File: config.mk
export PLATFORM = sky130hd
export DESIGN_NAME = proximity_alarm_controller
export DESIGN_NICKNAME = d
export VERILOG_FILES = /design/src/rtl/pac_pkg.sv /design/src/rtl/pac_core.sv /design/src/rtl/proximity_alarm_controller.sv
export SDC_FILE = /design/constraint.sdc
export NUM_CORES = 1
export LEC_CHECK = 0
export BUFFER_PORTS_ARGS = -buffer_cell sky130_fd_sc_hd__buf_2
export CAP_MARGIN = 25
export CORE_UTILIZATION = 50
export CTS_CLUSTER_SIZE = 28
export DETAILED_ROUTE_END_ITERATION = 10
export PLACE_DENSITY_LB_ADDON = 0.08
export SYNTH_ARGS = -nofsm -noshare
export SYNTH_HDL_FRONTEND = slang
export SYNTH_SLANG_ARGS = --single-unit
export TNS_END_PERCENT = 10
File: constraint.sdc
create_clock -name aclk -period 6.68 [get_ports aclk]
set_input_delay 0.668 -clock aclk [delete_from_list [all_inputs] [get_ports aclk]]
set_output_delay 0.668 -clock aclk [all_outputs]
set_load 0.01 [all_outputs]
File: src/rtl/pac_pkg.sv
// Shared types, codes and constants for the proximity alarm controller.
package pac_pkg;

    localparam int unsigned TimeWidth   = 32;
    localparam int unsigned DistWidth   = 16;
    localparam int unsigned ColourWidth = 3;
    localparam int unsigned CfgIdxWidth = 3;
    localparam int unsigned CfgDataWidth = 32;

    typedef enum logic [1:0] {
        MODE_OFF   = 2'd0,
        MODE_WATCH = 2'd1,
        MODE_ALARM = 2'd2,
        MODE_TEST  = 2'd3
    } mode_t;

    typedef enum logic [1:0] {
        ACT_UPDATE  = 2'd0,
        ACT_ARM     = 2'd1,
        ACT_DISARM  = 2'd2,
        ACT_SELFTEST = 2'd3
    } action_t;

    typedef enum logic [CfgIdxWidth-1:0] {
        CFG_COLOUR_A     = 3'd0,
        CFG_COLOUR_B     = 3'd1,
        CFG_FLASH_PERIOD = 3'd2,
        CFG_TRIGGER_DIST = 3'd3,
        CFG_CLEAR_TIMEOUT = 3'd4
    } cfg_index_t;

    localparam logic [ColourWidth-1:0] ColourAReset     = 3'd4;
    localparam logic [ColourWidth-1:0] ColourBReset     = 3'd1;
    localparam logic [TimeWidth-1:0]   FlashPeriodReset = 32'd250;
    localparam logic [DistWidth-1:0]   TriggerReset     = 16'd150;
    localparam logic [TimeWidth-1:0]   ClearTimeoutReset = 32'd3000;
    localparam logic [TimeWidth-1:0]   TestDurationMs   = 32'd3000;
    localparam logic [ColourWidth-1:0] LampWhite        = 3'd7;
    localparam logic [ColourWidth-1:0] LampDark         = 3'd0;

    typedef struct packed {
        logic [1:0]           action;
        logic [TimeWidth-1:0] now_ms;
        logic [DistWidth-1:0] distance_mm;
    } req_t;

    typedef struct packed {
        logic                   buzzer_on;
        logic [ColourWidth-1:0] lamp_colour;
        logic [1:0]             mode;
    } result_t;

    typedef struct packed {
        logic                    we;
        logic [CfgIdxWidth-1:0]  index;
        logic [CfgDataWidth-1:0] wdata;
    } cfg_wr_t;

endpackage

File: src/rtl/pac_core.sv
// Alarm state registers, configuration registers and the per-request update logic.
module pac_core (
    input  logic             aclk,
    input  logic             aresetn,
    input  logic             step_en,
    input  pac_pkg::req_t    req,
    input  pac_pkg::cfg_wr_t cfg,
    output pac_pkg::result_t result
);

    logic [pac_pkg::ColourWidth-1:0] colour_a_reg;
    logic [pac_pkg::ColourWidth-1:0] colour_b_reg;
    logic [pac_pkg::TimeWidth-1:0]   flash_period_reg;
    logic [pac_pkg::DistWidth-1:0]   trigger_reg;
    logic [pac_pkg::TimeWidth-1:0]   clear_timeout_reg;

    pac_pkg::mode_t                  mode_reg, mode_next;
    logic [pac_pkg::TimeWidth-1:0]   last_time_reg, last_time_next;
    logic [pac_pkg::TimeWidth-1:0]   flash_time_reg, flash_time_next;
    logic [pac_pkg::TimeWidth-1:0]   alarm_start_reg, alarm_start_next;
    logic [pac_pkg::TimeWidth-1:0]   test_start_reg, test_start_next;
    logic                            phase_reg, phase_next;
    logic                            arm_pending_reg, arm_pending_next;
    logic                            disarm_pending_reg, disarm_pending_next;
    logic                            buzzer_reg, buzzer_next;
    logic [pac_pkg::ColourWidth-1:0] lamp_reg, lamp_next;

    logic [pac_pkg::TimeWidth-1:0]   since_flash;
    logic [pac_pkg::TimeWidth-1:0]   since_alarm;
    logic [pac_pkg::TimeWidth-1:0]   since_test;
    logic                            is_near;
    pac_pkg::mode_t                  mode_applied;

    always_ff @(posedge aclk) begin
        if (!aresetn) begin
            colour_a_reg      <= pac_pkg::ColourAReset;
            colour_b_reg      <= pac_pkg::ColourBReset;
            flash_period_reg  <= pac_pkg::FlashPeriodReset;
            trigger_reg       <= pac_pkg::TriggerReset;
            clear_timeout_reg <= pac_pkg::ClearTimeoutReset;
        end else if (cfg.we) begin
            case (cfg.index)
                pac_pkg::CFG_COLOUR_A: begin
                    colour_a_reg <= cfg.wdata[pac_pkg::ColourWidth-1:0];
                end
                pac_pkg::CFG_COLOUR_B: begin
                    colour_b_reg <= cfg.wdata[pac_pkg::ColourWidth-1:0];
                end
                pac_pkg::CFG_FLASH_PERIOD: begin
                    flash_period_reg <= cfg.wdata[pac_pkg::TimeWidth-1:0];
                end
                pac_pkg::CFG_TRIGGER_DIST: begin
                    trigger_reg <= cfg.wdata[pac_pkg::DistWidth-1:0];
                end
                pac_pkg::CFG_CLEAR_TIMEOUT: begin
                    clear_timeout_reg <= cfg.wdata[pac_pkg::TimeWidth-1:0];
                end
                default: begin
                end
            endcase
        end
    end

    assign since_flash = req.now_ms - flash_time_reg;
    assign since_alarm = req.now_ms - alarm_start_reg;
    assign since_test  = req.now_ms - test_start_reg;
    assign is_near     = req.distance_mm < trigger_reg;

    // Pending requests are applied first; a disarm overrides an arm.
    always_comb begin
        if (disarm_pending_reg) begin
            mode_applied = pac_pkg::MODE_OFF;
        end else if (arm_pending_reg) begin
            mode_applied = pac_pkg::MODE_WATCH;
        end else begin
            mode_applied = mode_reg;
        end
    end

    always_comb begin
        mode_next           = mode_reg;
        last_time_next      = last_time_reg;
        flash_time_next     = flash_time_reg;
        alarm_start_next    = alarm_start_reg;
        test_start_next     = test_start_reg;
        phase_next          = phase_reg;
        arm_pending_next    = arm_pending_reg;
        disarm_pending_next = disarm_pending_reg;
        buzzer_next         = buzzer_reg;
        lamp_next           = lamp_reg;
        case (pac_pkg::action_t'(req.action))
            pac_pkg::ACT_UPDATE: begin
                last_time_next      = req.now_ms;
                arm_pending_next    = 1'b0;
                disarm_pending_next = 1'b0;
                mode_next           = mode_applied;
                case (mode_applied)
                    pac_pkg::MODE_OFF: begin
                        buzzer_next = 1'b0;
                        lamp_next   = pac_pkg::LampDark;
                    end
                    pac_pkg::MODE_WATCH: begin
                        if (is_near) begin
                            alarm_start_next = req.now_ms;
                            mode_next        = pac_pkg::MODE_ALARM;
                            buzzer_next      = 1'b1;
                        end else begin
                            buzzer_next = 1'b0;
                            lamp_next   = pac_pkg::LampDark;
                        end
                    end
                    pac_pkg::MODE_ALARM: begin
                        if (since_flash >= flash_period_reg) begin
                            flash_time_next = req.now_ms;
                            phase_next      = !phase_reg;
                            lamp_next       = phase_reg ? colour_b_reg : colour_a_reg;
                        end
                        if (!is_near && since_alarm >= clear_timeout_reg) begin
                            mode_next   = pac_pkg::MODE_WATCH;
                            buzzer_next = 1'b0;
                            lamp_next   = pac_pkg::LampDark;
                        end
                    end
                    default: begin
                        if (since_test >= pac_pkg::TestDurationMs) begin
                            mode_next   = pac_pkg::MODE_OFF;
                            buzzer_next = 1'b0;
                            lamp_next   = pac_pkg::LampDark;
                        end
                    end
                endcase
            end
            pac_pkg::ACT_ARM: begin
                arm_pending_next = 1'b1;
            end
            pac_pkg::ACT_DISARM: begin
                disarm_pending_next = 1'b1;
            end
            default: begin
                mode_next       = pac_pkg::MODE_TEST;
                test_start_next = last_time_reg;
                buzzer_next     = 1'b1;
                lamp_next       = pac_pkg::LampWhite;
            end
        endcase
    end

    always_ff @(posedge aclk) begin
        if (!aresetn) begin
            mode_reg           <= pac_pkg::MODE_OFF;
            last_time_reg      <= '0;
            flash_time_reg     <= '0;
            alarm_start_reg    <= '0;
            test_start_reg     <= '0;
            phase_reg          <= 1'b0;
            arm_pending_reg    <= 1'b0;
            disarm_pending_reg <= 1'b0;
            buzzer_reg         <= 1'b0;
            lamp_reg           <= pac_pkg::LampDark;
        end else if (step_en) begin
            mode_reg           <= mode_next;
            last_time_reg      <= last_time_next;
            flash_time_reg     <= flash_time_next;
            alarm_start_reg    <= alarm_start_next;
            test_start_reg     <= test_start_next;
            phase_reg          <= phase_next;
            arm_pending_reg    <= arm_pending_next;
            disarm_pending_reg <= disarm_pending_next;
            buzzer_reg         <= buzzer_next;
            lamp_reg           <= lamp_next;
        end
    end

    assign result.buzzer_on   = buzzer_next;
    assign result.lamp_colour = lamp_next;
    assign result.mode        = mode_next;

    // An update always consumes both latched requests.
    a_update_clears_pending: assert property (@(posedge aclk) disable iff (!aresetn)
        step_en && req.action == pac_pkg::ACT_UPDATE
        |=> !arm_pending_reg && !disarm_pending_reg)
        else $error("pending request survived an update");

    // Whenever the block is off or watching, both outputs are dark.
    a_quiet_modes_dark: assert property (@(posedge aclk) disable iff (!aresetn)
        mode_reg == pac_pkg::MODE_OFF || mode_reg == pac_pkg::MODE_WATCH
        |-> !buzzer_reg && lamp_reg == pac_pkg::LampDark)
        else $error("buzzer or lamp lit while off or watching");

    // The buzzer sounds throughout an alarm or a self-test.
    a_buzzer_active: assert property (@(posedge aclk) disable iff (!aresetn)
        mode_reg == pac_pkg::MODE_ALARM || mode_reg == pac_pkg::MODE_TEST |-> buzzer_reg)
        else $error("buzzer silent during alarm or self-test");

    // State only moves when a request is processed.
    a_state_holds: assert property (@(posedge aclk) disable iff (!aresetn)
        !step_en |=> $stable(mode_reg) && $stable(lamp_reg) && $stable(phase_reg))
        else $error("alarm state changed without a request");

endmodule

File: src/rtl/proximity_alarm_controller.sv
// Top level of the proximity alarm controller: request register, core and result register.
// The controller takes one request per clock cycle while m_ready stays high and returns one
// result per request, in order; a request accepted on s_ready is captured in the request
// register, which feeds the core, and the core's update is captured in the result register,
// which drives m_valid. One request per cycle is sustained because the update of the alarm
// state, the only loop in the design, is combinational. While a result waits for m_ready the
// request register holds its request, and once both registers are full s_ready follows
// m_ready in the same cycle so that no request is dropped. Configuration writes take effect
// at once and are meant to be made while no request is in flight.
module proximity_alarm_controller (
    input  logic                                  aclk,
    input  logic                                  aresetn,
    input  logic                                  s_valid,
    output logic                                  s_ready,
    input  pac_pkg::req_t                         s_req,
    output logic                                  m_valid,
    input  logic                                  m_ready,
    output pac_pkg::result_t                      m_result,
    input  logic                                  cfg_we,
    input  logic [pac_pkg::CfgIdxWidth-1:0]       cfg_index,
    input  logic [pac_pkg::CfgDataWidth-1:0]      cfg_wdata
);

    logic             in_valid_reg;
    pac_pkg::req_t    in_req_reg;
    logic             out_valid_reg;
    pac_pkg::result_t out_result_reg;
    pac_pkg::result_t core_result;
    pac_pkg::cfg_wr_t cfg_wr;
    logic             advance;

    assign advance = in_valid_reg && (!out_valid_reg || m_ready);
    assign s_ready = !in_valid_reg || advance;

    assign cfg_wr.we    = cfg_we;
    assign cfg_wr.index = cfg_index;
    assign cfg_wr.wdata = cfg_wdata;

    always_ff @(posedge aclk) begin
        if (!aresetn) begin
            in_valid_reg <= 1'b0;
        end else if (s_ready) begin
            in_valid_reg <= s_valid;
        end
    end

    always_ff @(posedge aclk) begin
        if (s_valid && s_ready) begin
            in_req_reg <= s_req;
        end
    end

    pac_core u_core (
        .aclk    (aclk),
        .aresetn (aresetn),
        .step_en (advance),
        .req     (in_req_reg),
        .cfg     (cfg_wr),
        .result  (core_result)
    );

    always_ff @(posedge aclk) begin
        if (!aresetn) begin
            out_valid_reg <= 1'b0;
        end else if (!out_valid_reg || m_ready) begin
            out_valid_reg <= in_valid_reg;
        end
    end

    always_ff @(posedge aclk) begin
        if (advance) begin
            out_result_reg <= core_result;
        end
    end

    assign m_valid  = out_valid_reg;
    assign m_result = out_result_reg;

endmodule
# Yosys cells after proc, flatten, opt, wreduce, memory -nomap -nowiden
# Index checks and enable logic that the tools add are counted.
[word_totals] reg_bits=281 out_inout_bits=8 input_bits=90
[classes] n_mux=21 n_reduce_logical=27 n_lt_le_gt_ge=4 n_eq_ne=8 add_sub_neg=3 n_bitwise=1
[op_table] op="32-bit subtractor" count=3
[op_table] op="32-bit greater-or-equal comparator" count=2
[op_table] op="32-bit by 12-bit greater-or-equal comparator with 1-bit output, second input constant" count=1
[op_table] op="2-bit AND reduction" count=9
[op_table] op="16-bit less-than comparator" count=1
[op_table] op="3-bit 2-to-1 mux" count=5
[op_table] op="2-bit 2-to-1 mux" count=5
[op_table] op="3-bit one-hot mux with 3 select lines" count=1
[op_table] op="4-bit AND reduction" count=2
[op_table] op="3-bit by 2-bit == test with 1-bit output, second input constant" count=2
[op_table] op="1-bit one-hot mux with 2 select lines" count=3
[op_table] op="2-bit one-hot mux with 3 select lines" count=1
[op_table] op="3-bit one-hot mux with 2 select lines" count=1
[op_table] op="2-bit by 1-bit == test with 1-bit output, second input constant" count=2
[op_table] op="2-bit == test, second input constant" count=2
[op_table] op="1-bit logical NOT" count=4
[op_table] op="2-bit logical NOT" count=2
[op_table] op="2-bit one-hot mux with 2 select lines" count=1
[op_table] op="2-bit nonzero test" count=2
[op_table] op="3-bit by 1-bit == test with 1-bit output, second input constant" count=1
[op_table] op="3-bit == test, second input constant" count=1
[op_table] op="1-bit logical AND" count=3
[op_table] op="3-bit logical NOT" count=1
[op_table] op="1-bit 2-to-1 mux" count=3
[op_table] op="other kinds (5)" count=6

# Logic depth before layout (Yosys ltp)
[logic_depth] ltp_word=6 depth_mapped=26

# Cells and area by module
# A second synthesis with hierarchy kept.
[hier_totals] hier_cells=2095 hier_area_um2=17488.0
[by_module_without_submodules] mod="pac_core" area_per_inst_um2=15702.6 cells_each=2030 n_inst=1
[by_module_without_submodules] mod="proximity_alarm_controller" area_per_inst_um2=1785.5 cells_each=65 n_inst=1

# Least setup slack after synthesis
# No wires, ideal clock.
[synth_path] path_type="register to register" start="register in_req_reg[16] (netlist name)" end="register u_core.lamp_reg[2] (netlist name)" path_buffers=1 path_stages_with_launch=24 arrival_time_ps=5250 t_required_ps=6558 slack_ps=1308 path_cell_list="edfxtp_1 inv_1 ha_1 inv_1 fa_1 a21o_1 a21oi_1 o21ai_0 a221oi_1 o31ai_1 o21a_1 a2111oi_0 o21bai_1 a21oi_1 xnor2_1 ha_1 a211oi_1 and4b_1 or4b_1 and3_1 clkbuf_1 a221oi_1 nor3_1 o311a_1"
[synth_between] elab_chain_cells=6 elab_cells_between_ends=12 cone_classes="add/sub: 3; order compare: 3; mux: 5; reduce/logical: 1"
[synth_rtl] item="from (decl)" line_no="proximity_alarm_controller.sv:25" source="pac_pkg::req_t in_req_reg;"
[synth_rtl] item="from (signal assigned)" line_no="proximity_alarm_controller.sv:49" source="in_req_reg <= s_req;"
[synth_rtl] item="32-bit subtractor (on tied branches)" line_no="pac_core.sv:64, pac_core.sv:65"
[synth_rtl] item="32-bit greater-or-equal comparator (on tied branches)" line_no="pac_core.sv:113, pac_core.sv:118"
[synth_rtl] item="3-bit 2-to-1 mux / 1-bit logical AND (equally long branches)" line_no="pac_core.sv:113, pac_core.sv:118"
[synth_rtl] item="3-bit 2-to-1 mux" line_no="pac_core.sv:118" source="if (!is_near && since_alarm >= clear_timeout_reg) begin"
[synth_rtl] item="3-bit one-hot mux with 3 select lines *" line_no="pac_core.sv:97" source="case (mode_applied)"
[synth_rtl] item="3-bit one-hot mux with 2 select lines *" line_no="pac_core.sv:91" source="case (pac_pkg::action_t'(req.action))"
[synth_rtl] item="to (signal assigned)" line_no="pac_core.sv:159" source="lamp_reg <= pac_pkg::LampDark;"
[synth_rtl] item="to (signal assigned)" line_no="pac_core.sv:170" source="lamp_reg <= lamp_next;"
[synth_rtl] item="to (decl)" line_no="pac_core.sv:26" source="logic [pac_pkg::ColourWidth-1:0] lamp_reg, lamp_next;"
# Mark *: on every way between the ends. The rest lies on a longest branch, timed or not.
# A chain may end at the register's enable or synchronous reset.

# Worst setup path after layout
# Same ends and word-level chain as after synthesis.

==> impl_metrics.json <==
{
  "post_cts_buffers": 0,
  "fill_cells": 3132,
  "synth_warnings": 0,
  "clockBufferDepth": 3,
  "slew_viol_final": 0,
  "synth_fp_nets": 2358,
  "crit_fanout": 6,
  "num-nets-final": 2426,
  "yosys-top-cells-area": "dfxtp_1, ha_1, edfxtp_1",
  "syn_area_um2": 16980,
  "worst_pin_slew_ps": 963.1,
  "initial_core_util_pct": 50.75,
  "clock_sinks": 281,
  "core_area_um2": 33450,
  "largest_reg_flops": 50,
  "pwr-share-clk_pct": 44.0,
  "avgViaCountPerCell": 5.510,
  "clk_pin_slew_worst_paths_ps": 60,
  "start_kind": "flip-flop",
  "status": "finished clean",
  "pre_cts_ws_ps": 580.5,
  "worst_ep_required_time_ps": 7080,
  "area_delta_synth_final_pct": 11.98,
  "dr_total_vias": 14490,
  "antenna_found_initial": 0,
  "diodes": 0,
  "gp_congestion": 0.8859,
  "seq_power_share_pct": 42.0,
  "grt_usage_pct": 25.56,
  "routed_wl_um": 43540,
  "switchingPower_mw": 1.130,
  "hp-start": "s_req[19]",
  "io_pins": 98,
  "cap_violations": 0,
  "power.density_nw_per_um2": 227.4,
  "synth_top_area_share_pct": 26.53,
  "path_class": "reg2reg",
  "combPwrFrac_pct": 14.1,
  "p_leak_nw": 7.229,
  "clock_latency_ps": 530,
  "seqCellArea_um2": 6186,
  "min_path_type": "in2reg",
  "timing.final.crit_period_ps": 6208,
  "clock.fmax_ghz": 0.1611,
  "die-area_um2": 34690,
  "final.period_utilization_pct": 92.93,
  "finalInstanceArea_um2": 19010,
  "setup_viol": 0,
  "synth_edf_count": 56,
  "cp-end-kind": "flip-flop",
  "avgSynthCellArea_um2": 8.130,
  "grt_max_degree": 126,
  "synth_area_leader_cell": "dfxtp_1",
  "drive_above_1_share_pct": 8.712,
  "drc_errors": 0,
  "cts_hold_buffers": 0,
  "detail_route.wl_per_cell_um": 16.56,
  "yosysMostFrequentCell": "nand2_1",
  "tritoncts": "built",
  "yosys-top-cells-count": "nand2_1, a21oi_1, dfxtp_1",
  "synth_top_flop_cell": "dfxtp_1",
  "clock_skew_ps": 22.83,
  "setup_tns_ps": 0,
  "cp_data_arrival_time_ps": 6610,
  "sw_frac_of_total_pct": 26.14,
  "numCtsBuffers": 34,
  "timing.final.ws_setup_ps": 472.3,
  "max-vdd-ir-drop_uv": 221.3,
  "rows": 67,
  "synth-async-reset-ratio_pct": 0,
  "rsz0062_at_grt": "false",
  "p_int_mw": 3.193,
  "yosysSeqAreaShare_pct": 36.44,
  "clock-root-buffer": "clkbuf_16",
  "die_h_um": 186.3,
  "port_buffers": 97,
  "crit_path_start": "in_req_reg[16]",
  "htreeDepth": 2,
  "grt_first_pass_wirelength_um": 70370,
  "relSlewSlack_pct": 35.80,
  "die_w_um": 186.3,
  "grt_remaining_overflow": 0,
  "dp_hpwl_um": 32090,
  "drt_first_pass_iters": 5,
  "syn_inst": 2088,
  "drt_iter0_markers": 756,
  "grt_pass1_vias": 13880,
  "multiInputGateArea_um2": 9711,
  "worstReg2RegStart": "in_req_reg[16]",
  "hold_viol": 0,
  "dpl_cell_area_um2": 17850,
  "synth_cell_type_count": 76,
  "ant_nets": 0,
  "ctsResizeCount": 0,
  "synth_seq_cells": 281
}
==> per-stage QoR <==
step                cells  utilization, %  hold slack [ps]  power [mW]
detailed placement   2568           53.36            443.9       2.455
floorplan            2088               -            432.1       2.269
CTS                  2629           56.83            295.2       4.375
global placement     2568           53.36            436.4       2.445
global route         2629           56.83            306.0       4.516
finish               2629           56.83            315.8       4.323
==> path summary, 6_finish.rpt <==
kind                                    to  slack (ps)  cells after the start
setup / recovery        u_core.lamp_reg[2]         470                     22
hold / removal              in_req_reg[19]         320                      1
setup reg to reg        u_core.lamp_reg[2]         470                     22
hold reg to reg   u_core.test_start_reg[7]         440                      2
==> critical path, stage by stage (launching register included) <==
cell	delay, ps
edfxtp_1	420
inv_1	130
ha_1	180
inv_1	50
fa_1	400
a21o_1	180
a21oi_1	250
o21ai_0	120
a221oi_1	560
o31ai_1	250
o21a_1	280
a2111oi_0	410
o21bai_1	150
a21oi_1	190
xnor2_1	140
ha_1	260
a211oi_1	260
and4b_1	270
or4b_1	480
and3_1	270
a221oi_1	390
nor3_1	80
o311a_1	360
==> layout by cell type (no fill, tap or decap), types with 16 or more instances in the layout <==
master	instances
a21o_1	52
a21oi_1	253
and3_1	19
buf_2	97
buf_4	16
clkbuf_16	36
dfxtp_1	225
edfxtp_1	56
ha_1	177
inv_1	207
mux2i_1	43
nand2_1	405
nand3_1	26
nor2_1	113
nor3_1	23
o211ai_1	25
o21a_1	23
o21ai_0	52
o21bai_1	16
xnor2_1	43
xor2_1	30
==> logic make-up after synthesis <==
family	share of synthesized area [%]
buf+inv	6.464
simple gates	17.11
flops	36.44
mux	2.801
compound gates	20.03
fa+ha+maj	13.40
xor+xnor	3.766
==> cell type report <==
cell class                      count  area share (%)
Sequential cell                   281           32.54
Clock buffer                       50           5.331
Tap cell                          448           2.949
Inverter                          208           4.133
Timing Repair Buffer              113           3.186
Multi-Input combinational cell   1518           51.08
Clock inverter                     11          0.7767
==> per-layer routing <==
| layer | track usage (%) | part of all wire, % | up-vias |
|---|---|---|---|
| li1 | - | - | 7354 |
| met1 | 32.34 | 46 | 6802 |
| met2 | 45.07 | 48 | 259 |
| met3 | 3.174 | 3.6 | 71 |
| met4 | 8.098 | 2.4 | 0 |
| met5 | 0 | 0 | - |
==> power by group through the flow <==
stage | Clock (mW) | Sequential (mW) | Combinational (mW)
finish | 1.90 | 1.81 | 0.609
detailed placement | 0 | 1.85 | 0.603
floorplan | 0 | 1.83 | 0.434
global route | 2.01 | 1.82 | 0.688
CTS | 1.95 | 1.81 | 0.609
global placement | 0 | 1.85 | 0.594
No activity file was read; power rests on OpenSTA's default activity.
